`config.mk`:
```
export PLATFORM = sky130hd
export DESIGN_NAME = occ_ub_ctrl
export DESIGN_NICKNAME = d
export VERILOG_FILES = /design/src/sv/occ_ub_pkg.sv /design/src/sv/occ_ub_ctrl.sv
export SDC_FILE = /design/constraint.sdc
export NUM_CORES = 1
export LEC_CHECK = 0
export BUFFER_PORTS_ARGS = -buffer_cell sky130_fd_sc_hd__buf_4
export CELL_PAD_IN_SITES_DETAIL_PLACEMENT = 1
export CELL_PAD_IN_SITES_GLOBAL_PLACEMENT = 1
export CORE_MARGIN = 8
export CORE_UTILIZATION = 24
export CTS_CLUSTER_DIAMETER = 200
export CTS_CLUSTER_SIZE = 40
export DETAILED_ROUTE_END_ITERATION = 10
export PLACE_DENSITY_LB_ADDON = 0.05
export RECOVER_POWER = 25
export SLEW_MARGIN = 30
export SYNTH_ARGS = -nofsm -noshare
export SYNTH_HDL_FRONTEND = slang
export SYNTH_SLANG_ARGS = --single-unit
```
`constraint.sdc`:
```
create_clock -name clk -period 1.8 [get_ports clk]
set_input_delay 0.36 -clock clk [delete_from_list [all_inputs] [get_ports clk]]
set_output_delay 0.36 -clock clk [all_outputs]
set_load 0.005 [all_outputs]
```
`src/sv/occ_ub_pkg.sv`:
```
// Shared widths, constants, register indexes and the controller/datapath
// handshake types for the occupancy upper-bound check.
// No dependencies.
package occ_ub_pkg;

  localparam int DEF_LEN_BITS = 16;
  localparam int SUM_W        = 48;
  localparam int SUM_HALF     = 24;
  localparam int BOUND_W      = 64;
  localparam int CNT_W        = 17;
  localparam int THR_W        = 40;
  localparam int TQ_W         = THR_W + 16;
  localparam int ULEN_W       = 16;
  localparam int K_W          = 8;
  localparam int QUO_W        = 33;
  localparam int DIV_STEPS    = 33;
  localparam int STEP_W       = 6;
  localparam int CFG_IDX_W    = 2;
  localparam int CFG_DATA_W   = 40;

  localparam logic [CNT_W-1:0]  CNT_CAP    = 17'd65536;
  localparam logic [SUM_W-1:0]  SUM_MAX    = '1;
  localparam logic [THR_W-1:0]  THR_RESET  = 40'd65536;
  localparam logic [ULEN_W-1:0] ULEN_RESET = 16'd1;

  localparam logic [CFG_IDX_W-1:0] REG_THRESHOLD   = 2'd0;
  localparam logic [CFG_IDX_W-1:0] REG_SAME_MODE   = 2'd1;
  localparam logic [CFG_IDX_W-1:0] REG_UNIFORM_LEN = 2'd2;

  typedef struct packed {
    logic load;
    logic div_first;
    logic div_step;
    logic mul0;
    logic mul1;
    logic mul2;
    logic accum;
    logic fin0;
    logic fin1;
  } dp_cmd_t;

  typedef struct packed {
    logic close;
    logic last;
  } dp_status_t;

endpackage

```
`src/sv/occ_ub_ctrl.sv`:
```
// Controller: sequences divide, bound multiply, accumulate and final check,
// and owns the request handshakes on both channels.
// Depends on occ_ub_pkg; drives occ_ub_datapath through dp_cmd_t.
module occ_ub_ctrl (
  input  logic                   clk,
  input  logic                   rst,
  input  logic                   in_valid,
  output logic                   in_ready,
  output logic                   out_valid,
  input  logic                   out_ready,
  input  occ_ub_pkg::dp_status_t status,
  output occ_ub_pkg::dp_cmd_t    cmd
);
  import occ_ub_pkg::*;

  typedef enum logic [7:0] {
    ST_IDLE = 8'b0000_0001,
    ST_DIV  = 8'b0000_0010,
    ST_ACC  = 8'b0000_0100,
    ST_MUL0 = 8'b0000_1000,
    ST_MUL1 = 8'b0001_0000,
    ST_MUL2 = 8'b0010_0000,
    ST_FIN0 = 8'b0100_0000,
    ST_FIN1 = 8'b1000_0000
  } state_t;

  localparam logic [STEP_W-1:0] DIV_LAST = STEP_W'(DIV_STEPS - 1);

  state_t            state;
  state_t            state_next;
  logic [STEP_W-1:0] step;
  logic [STEP_W-1:0] step_next;
  logic              out_valid_next;

  always_comb begin
    cmd        = '0;
    state_next = state;
    step_next  = step;
    in_ready   = 1'b0;
    unique case (state)
      ST_IDLE: begin
        in_ready = 1'b1;
        if (in_valid) begin
          cmd.load   = 1'b1;
          step_next  = '0;
          state_next = ST_DIV;
        end
      end
      ST_DIV: begin
        cmd.div_step  = 1'b1;
        cmd.div_first = (step == '0);
        // a drop in length closes the previous group while the divider runs
        cmd.mul0 = status.close && (step == STEP_W'(0));
        cmd.mul1 = status.close && (step == STEP_W'(1));
        cmd.mul2 = status.close && (step == STEP_W'(2));
        if (step == DIV_LAST) begin
          state_next = ST_ACC;
        end else begin
          step_next = step + STEP_W'(1);
        end
      end
      ST_ACC: begin
        cmd.accum  = 1'b1;
        state_next = status.last ? ST_MUL0 : ST_IDLE;
      end
      ST_MUL0: begin
        cmd.mul0   = 1'b1;
        state_next = ST_MUL1;
      end
      ST_MUL1: begin
        cmd.mul1   = 1'b1;
        state_next = ST_MUL2;
      end
      ST_MUL2: begin
        cmd.mul2   = 1'b1;
        state_next = ST_FIN0;
      end
      ST_FIN0: begin
        cmd.fin0   = 1'b1;
        state_next = ST_FIN1;
      end
      ST_FIN1: begin
        // hold until the output register is free
        if (!out_valid || out_ready) begin
          cmd.fin1   = 1'b1;
          state_next = ST_IDLE;
        end
      end
      default: state_next = ST_IDLE;
    endcase
  end

  assign out_valid_next = cmd.fin1 ? 1'b1 : (out_ready ? 1'b0 : out_valid);

  always_ff @(posedge clk) begin
    if (rst) begin
      state     <= ST_IDLE;
      step      <= '0;
      out_valid <= 1'b0;
    end else begin
      state     <= state_next;
      step      <= step_next;
      out_valid <= out_valid_next;
    end
  end

  a_no_overwrite: assert property (@(posedge clk) disable iff (rst)
    cmd.fin1 |-> (!out_valid || out_ready))
    else $error("pending result overwritten");

  a_mul_order: assert property (@(posedge clk) disable iff (rst)
    cmd.mul2 |-> $past(cmd.mul1))
    else $error("bound compare without high partial product");

  a_accept_starts_div: assert property (@(posedge clk) disable iff (rst)
    (in_valid && in_ready) |=> (state == ST_DIV) && (step == '0))
    else $error("request accepted without starting divide");

endmodule

```
### Yosys cells after proc, flatten, opt, wreduce, memory -nomap -nowiden

Index checks and enable logic that the tools add are counted.
W data, S select, Z words.

* input port bits: 6
* logic and storage cells: 50
* bits in registers: 15
* output and inout port bits: 11

* reduce and logical (&&, ||, !) cells: 10
* mux-type cells: 21
* eq/ne operators: 15
* add/subtract/negate cells: 1

Operators with widths (count)
* $pmux W8 S8: 1
* $mux W8: 3
* $mux W6: 2
* $pmux W6 S2: 1
* $mux W1: 9
* $eq A8 B1 Y1 const B: 1
* $eq A8 B2 Y1 const B: 1
* $eq A8 B3 Y1 const B: 1
* $eq A8 B4 Y1 const B: 1
* $eq A8 B5 Y1 const B: 1
* $eq A8 B6 Y1 const B: 1
* $eq A8 B7 Y1 const B: 1
* $eq A8 B8 Y1 const B: 1
* $ne A2 B2 Y1 const B: 4
* $add A6 B1 Y6 const B: 1
* $eq A6 B1 Y1 const B: 1
* $eq A6 B2 Y1 const B: 1
* $eq A6 B6 Y1 const B: 1
* $logic_not A6 Y1: 1
* $pmux W1 S2: 3
* $reduce_and A3 Y1: 2
* $mux W4: 1
* $reduce_bool A2 Y1: 2
* $logic_and A1 B1 Y1: 3
* other kinds (3): 3

### Longest topological paths before layout

Gate-level depths: netlist of run 1.

* word-level depth: 5
* gate-level depth with buffers: 5
* depth with buffers taken out: 5

### Worst setup path after synthesis of run 1

No wires, ideal clock.

* kind: reg-to-reg
* start point: register step[0]
* end point: register step[5]
* data arrival time: 1.786 ns
* cell stages (with the launch flop): 6
* library setup time: 0.121 ns
* path buffers: 0
* data required time: 1.679 ns
* slack: -0.107 ns
* clock period less this slack: 1.907 ns
* path through: dfxtp_1 > inv_1 > ha_1 > a311o_2 > a2111oi_4 > mux2_4

* cells in the longest elaborated chain, start to end: 3
* elaborated cells on any way between the ends: 6
* those cells by class: add/sub (1); eq/ne (2); mux (2); reduce/logical (1)

RTL lines
* from (decl): line occ_ub_ctrl.sv:31 `logic [STEP_W-1:0] step;`
* from (signal assigned): line occ_ub_ctrl.sv:102 `step <= step_next;`
* $add A6 B1 Y6 or $eq A6 B6 Y1 (tied branches): line occ_ub_ctrl.sv:59, occ_ub_ctrl.sv:56
* $mux W6 or $ne A2 B2 Y1 (tied branches)
* $pmux W6 S2 or $reduce_and A3 Y1 (tied branches)

Several ways; a longest one is shown, not always the timed one. The select of a mux whose other input is x is not followed.
A chain may end at the register's enable or synchronous reset.

==> summary.md, run 1 <==
| Metric | Value |
|---|---|
| Fin Setup TNS | -1780 ps |
| # nets final | 169 |
| Critical-path maximum fanout | 3 |
| DR pass1 iterations | 3 |
| Maximum VDD drop | 0.260 mV |
| Clock Path Buffers | 2 |
| PnR Total Power | 827 uW |
| Hold-critical path endpoint | state[3] |
| Area Overhead vs Synth | 57.9% |
| Combinational cell fraction of total power | 0.233 |
| Port buffer count | 16 |
| Die Area | 6540 sq um |
| Critical path cell sequence | nor4_4, buf_4, buf_4, and3_4, and2_4, buf_6 |
| CP arrival | 1650 ps |
| # IOs | 17 |
| Clock slew seen by the registers of the worst setup and hold paths | 70 ps |
| Die height | 80.9 microns |
| Synth Flop Type | dfxtp_1 |
| Antenna Cells | 0 |
| Iteration-0 DRC Markers | 4 |
| Slowest stage cell, crit path | dfxtp_2 |
| Hold depth | 3 |
| Most common cell on crit path | buf_4 |
| Largest net degree at the start of global routing | 18 |
| Yosys cell types | 45 |
| Clock Sinks | 15 |
| WS Path Type | reg -> out |
| Chip Width | 80.9 microns |
| Root Driver | clkbuf_8 |
| Sequential share of the synthesized area | 0.297 |
| Via Count | 995 |
| Tightest Pin Transition | 426 ps |
| Outcome | finished, violations left |
| Clk_skew | 5.07 ps |
| Final hold violations | 0 |
| Asr flop ratio synth | 0 |
| Gate Count Post-Synth | 111 |
| Synth top area share | 0.297 |
| Count leader, synth | dfxtp_1 |
| Final ANT Viol Nets | 0 |
| R2R Path Start | state[3] |
| Starting Density | 0.251 |
| Post-layout min period | 2010 ps |
| HP Start | status[0] |
| Hold Crit Class | in -> reg |
| Worst Setup Start Kind | flop |
| YS warnings | 0 |
| Failing checks | setup timing |
| Dpl hpwl | 2500 microns |
| Final setup fails | 13 |
| PD cells | 518 nW/um^2 |
| Switching pwr | 231 uW |
| CP required | 1440 ps |
| DRC Markers | 0 |
| Slack of the critical path | -214 ps |
| Biggest area consumer among synthesized cells | dfxtp_1 |
| Part of the cycle the worst path needs | 1.12 |
| # Max-Cap Violations | 0 |
| Hold_buf cts | 0 |
| Worst hold margin | 330 ps |
| Layout cells sized above 1 | 0.525 |
| Fmax | 496 MHz |
| Vias in the first global route | 1059 |
| Crit. End Element | primary output |
| FF-to-FF End | step[5] |
| Post-synth EDFFs | 0 |
| Mapped Area | 1010 sq um |
| CTS tree | built |
| Post-route design area | 1600 sq um |
| Internal power | 595 uW |
| Placed instance area | 1340 sq um |
| Placer Congestion | 0.804 |
| Pleak | 0.000694 uW |
| CTS H-tree lvls | 1 |
| Final Routed Wirelength | 3260 microns |
| Syn nets | 121 |
| Reg2Reg Depth | 7 |
| Max-slew violations | 0 |
| RSZ-0062 raised after global routing | true |
| WL/cell | 15.7 microns |
| Row count | 23 |
| Global Route Usage Sum | 0.103 |
| Initial antenna violation count | 0 |
| Core Box Area | 4030 sq um |
| CP peak stage delay | 350 ps |
| Top cells by area, synth | dfxtp_1 (30%), ha_1 (5.0%), nor2_1 (3.7%) |
| Flop2flop setup slack | -80 ps |
| Grt total ovfl | 0 |
| First-pass GRT wire length | 5240 microns |
| Average size of a mapped cell | 9.11 sq um |
| Switching share of power | 0.280 |
| Later-pin clock latency in the skew report | 260 ps |
| Clock share of power | 0.355 |
| Relative slew slack | 0.714 |
| Seq pwr share | 0.412 |
| TritonCTS Buffers | 3 |
| Top post-synthesis cells by count | dfxtp_1 (15), nor2_1 (10), inv_1 (6), nor3_1 (6) |
| Vias per Instance | 4.78 |
| Synthesis-stage register bit count | 15 |
## final cells by class
| class | count | area (sq um) |
|---|---|---|
| Multi-Input combinational cell | 85 | 758 |
| Sequential cell | 15 | 312 |
| Inverter | 6 | 22.5 |
| Clock inverter | 1 | 5.00 |
| Clock buffer | 3 | 41.3 |
| Tap cell | 50 | 62.6 |
| Fill cell | 482 | 2430 |
| Timing Repair Buffer | 48 | 395 |
## worst max-delay path by stage
stage / depth (start not counted) / from / slack (ps) / to
4_1_cts: 5 / state[4] / -250 / cmd[4]
5_1_grt: 5 / state[3] / -320 / cmd[4]
3_3_place_gp: 5 / step[0] / 50 / step[4]
3_5_place_dp: 6 / state[6] / 9 / cmd[3]
2_1_floorplan: 4 / state[6] / 20 / cmd[3]
6_report: 6 / state[3] / -210 / cmd[8]
## through the flow
stage,utilization,worst slack [ps],std cells
finish,0.396,-214,208
global route,0.396,-323,208
detailed placement,0.333,8.98,195
global placement,0.333,52.3,195
CTS,0.368,-246,202
floorplan,-,24.3,111
## power groups by stage
stage	clock (uW)	combinational, uW	sequential (uW)
floorplan	0	70.7	350
finish	293	193	340
global placement	0	140	349
CTS	308	177	342
global route	318	209	341
detailed placement	0	143	348
## layer usage
| metal | vias to the layer above | share of wire | track usage |
|---|---|---|---|
| li1 | 501 | - | - |
| met1 | 482 | 0.44 | 0.109 |
| met2 | 8 | 0.52 | 0.193 |
| met3 | 4 | 0.028 | 0.0221 |
| met4 | 0 | 0.010 | 0.0375 |
| met5 | - | 0 | 0 |
## timing repair
action | CTS | global route
pin swaps | 6 | 5
setup buffers | 3 | 6
endpoints found under the setup margin | 10 | 17
gates cloned | 0 | 0
resized for setup | 20 | 14
## kinds of logic (layout without fill, tap and decap cells)
group,after synthesis,in the layout,synth area share
muxes,6,6,0.0681
and+or+nand+nor,58,58,0.382
DFF,15,15,0.297
buffers and inverters,11,58,0.0495
xor gates and xnor gates,2,2,0.0173
AOI/OAI and AO/OA,15,15,0.136
adders and majority gates,4,4,0.0495
## flip-flops by register name (all words and copies together) (netlist names)
name       cells
step           6
state          8
out_valid      1
## worst max-delay path: cells and delay by family, from the launching register on
kind	cells	cell delay, ps
AND/OR/NAND/NOR	3	670
buffers and inverters	3	380
flip-flops	1	350
## placed cells by master, fill, tap and decap left out, types with 3 or more instances in the layout
cell type / n
buf_4: 38
nor2_1: 10
dfxtp_1: 8
buf_6: 7
inv_1: 6
dfxtp_2: 6
nor3_1: 5
ha_1: 4
nor2b_1: 3
and3_1: 3
nand3b_1: 3
nand2_1: 3
o211ai_1: 3
nor3b_1: 3
nand3_1: 3
clkbuf_8: 3
Power figures use the tool's default switching activity.
==> run 2, diff against run 1 <==
--- a/config.mk
+++ b/config.mk
@@ -5,6 +5,7 @@
 export SDC_FILE = /design/constraint.sdc
 export NUM_CORES = 1
 export LEC_CHECK = 0
+export ABC_AREA = 1
 export BUFFER_PORTS_ARGS = -buffer_cell sky130_fd_sc_hd__buf_4
 export CELL_PAD_IN_SITES_DETAIL_PLACEMENT = 1
 export CELL_PAD_IN_SITES_GLOBAL_PLACEMENT = 1
==> run 2 against run 1 <==
Critical path depth rose by 1. First-iteration DRC count rose to 8.8 times the previous value. Register-to-register slack improved by 350 ps. The run now ends clean. Synthesized cell count rose by 33%. Sequential share of layout area rose by 4.2 points. Fmax rose by 15%. Critical endpoint unchanged. Area after synthesis fell by 5.1%. Power rose by 16%. Sequential power rose by 13%.
==> summary.md, run 2 <==
| Metric | Value |
|---|---|
| Outcome | finished, final reports clean |
| Combinational cell fraction of total power | 0.306 |
| Seq pwr share | 0.400 |
| Tightest Pin Transition | 341 ps |
| Die Area | 6280 sq um |
| Hold Crit Class | in -> reg |
| Grt total ovfl | 0 |
| Post-Place Cells | 213 |
| Top Registers | state: 8 flops, step: 6 flops, out_valid: 1 flops |
| Area Overhead vs Synth | 33.8% |
| Row count | 23 |
| Later-pin clock latency in the skew report | 250 ps |
| Via Count | 971 |
| Largest register FFs | 8 |
| First-pass GRT wire length | 4680 microns |
| Switching share of power | 0.344 |
| Biggest area consumer among synthesized cells | dfxtp_1 |
| Port buffer count | 16 |
| Final setup fails | 0 |
| YS warnings | 0 |
| Dpl hpwl | 2190 microns |
| Starting Density | 0.245 |
| Vias in the first global route | 990 |
| Part of the cycle the worst path needs | 0.973 |
| Crit. End Element | primary output |
| DR pass1 iterations | 4 |
| Switching pwr | 330 uW |
| Clk_skew | 5.40 ps |
| Antenna Cells | 0 |
| Most flops, register | state |
| Storage cell area | 304 sq um |
| Yosys cell types | 26 |
| Average size of a mapped cell | 6.48 sq um |
| WL/cell | 12.2 microns |
| Maximum VDD drop | 0.230 mV |
| Synthesis-stage register bit count | 15 |
| Final Routed Wirelength | 2740 microns |
| # IOs | 17 |
| Layout cells sized above 1 | 0.316 |
| Synth top area share | 0.313 |
| RSZ-0062 raised after global routing | true |
| Syn nets | 158 |
| Post-synth EDFFs | 0 |
| Clock slew seen by the registers of the worst setup and hold paths | 70 ps |
| Final Util | 0.328 |
| Iteration-0 DRC Markers | 35 |
| Commonest non-fill, non-tap cell in the layout | nand2_1 |
| Largest net degree at the start of global routing | 15 |
| Global Route Usage Sum | 0.0943 |
| Pre-CTS setup slack | 190 ps |
| WS Path Type | reg -> out |
| DRC Markers | 0 |
| Internal power | 629 uW |
| CP arrival | 1390 ps |
| CTS tree | built |
| Post-layout min period | 1750 ps |
| Clock share of power | 0.294 |
| Fmax | 571 MHz |
| Slack of the critical path | 49.2 ps |
| Clock Sinks | 15 |
| # Max-Cap Violations | 0 |
| Initial antenna violation count | 0 |
| CTS H-tree lvls | 1 |
| Pleak | 0.000578 uW |
| TritonCTS Buffers | 3 |
| Chip Width | 79.2 microns |
| Asr flop ratio synth | 0 |
| Max-slew violations | 0 |
| # fillers | 507 |
| Final ANT Viol Nets | 0 |
| Root Driver | clkbuf_8 |
| Area of the multi-input gates | 602 sq um |
| Placer Congestion | 0.777 |
| CP required | 1440 ps |
| Top post-synthesis cells by count | nor2_1 (32), nand2_1 (31), inv_1 (21) |
| Vias per Instance | 4.33 |
| Synth Flop Type | dfxtp_1 |
| Commonest non-fill, non-tap cells in the layout | nand2_1 (28), nor2_1 (26), buf_4 (23), inv_1 (20) |
| Worst Setup Start Kind | flop |
| Core Box Area | 3910 sq um |
| Relative slew slack | 0.771 |
| Final hold violations | 0 |
| Sequential share of the synthesized area | 0.313 |
| Mapped Area | 960 sq um |
| Cell Count, Final, Fillers Out | 224 |
| # nets final | 185 |
| Gate Count Post-Synth | 148 |
| Critical-path maximum fanout | 4 |
| Top cells by area, synth | dfxtp_1 (31%), nor2_1 (13%), nand2_1 (12%) |
| Clock Path Buffers | 2 |
| Die height | 79.2 microns |
| Count leader, synth | nor2_1 |
| PD cells | 747 nW/um^2 |
run 2: worst max-delay path, cell delays in order (launching register included):
cell     delay (ps)
dfxtp_2         350
nor2_4          150
nand2_4         100
buf_4           140
inv_1            90
nand3_2         130
inv_1            80
buf_4           100
run 2: stage by stage:
step	hold slack (ps)	total power (uW)	area [sq um]	setup TNS (ps)
after floorplan	437	551	960	0
final	360	959	1280	0
after detailed placement	522	644	1140	0
after global placement	518	642	1140	0
after CTS	351	939	1200	-12.9
after global routing	358	1040	1280	-233
run 2: worst paths after layout:
kind | slack [ps] | from | end | cells after the start
worst min-delay path | 360 | status[0] | state[3] | 3
worst min register to register | 520 | step[3] | step[3] | 2
worst max register to register | 270 | state[7] | step[0] | 10
worst max-delay path | 50 | state[7] | cmd[8] | 7
run 2: power by group through the flow:
stage | registers, uW | clock network [uW] | logic, uW
3_3_place_gp | 384 | 0 | 258
6_report | 384 | 282 | 293
4_1_cts | 377 | 294 | 268
2_1_floorplan | 378 | 0 | 173
3_5_place_dp | 385 | 0 | 259
5_1_grt | 388 | 316 | 333
run 2: metal layers:
metal / track usage / routed length [microns]
met5: 0 / 0
met4: 0.0389 / 38
met3: 0.0260 / 106
met2: 0.148 / 1270
met1: 0.118 / 1320
run 2: cell families after synthesis:
kind of cell	count (synthesis)	synth area share
DFF	15	0.313
and+or+nand+nor	94	0.467
xor gates and xnor gates	2	0.0183
adders and majority gates	4	0.0522
AOI/OAI and AO/OA	8	0.0456
buffers and inverters	25	0.104
run 2: area by class of cell:
cell class              count  area share
clock inverters             1     0.00390
multi-input cells         108       0.469
inverters                  23      0.0692
well taps                  50      0.0487
clock buffers               3      0.0322
repair buffers             24       0.140
flip-flops and latches     15       0.237
run 2: repair_timing:
| item | in CTS | in global routing |
|---|---|---|
| pin swaps | 1 | 8 |
| gates resized for setup | 4 | 15 |
| hold endpoints to repair | 0 | 0 |
| setup buffers | 1 | 6 |
| hold buffers | 0 | 0 |
| setup endpoints to repair | 4 | 6 |
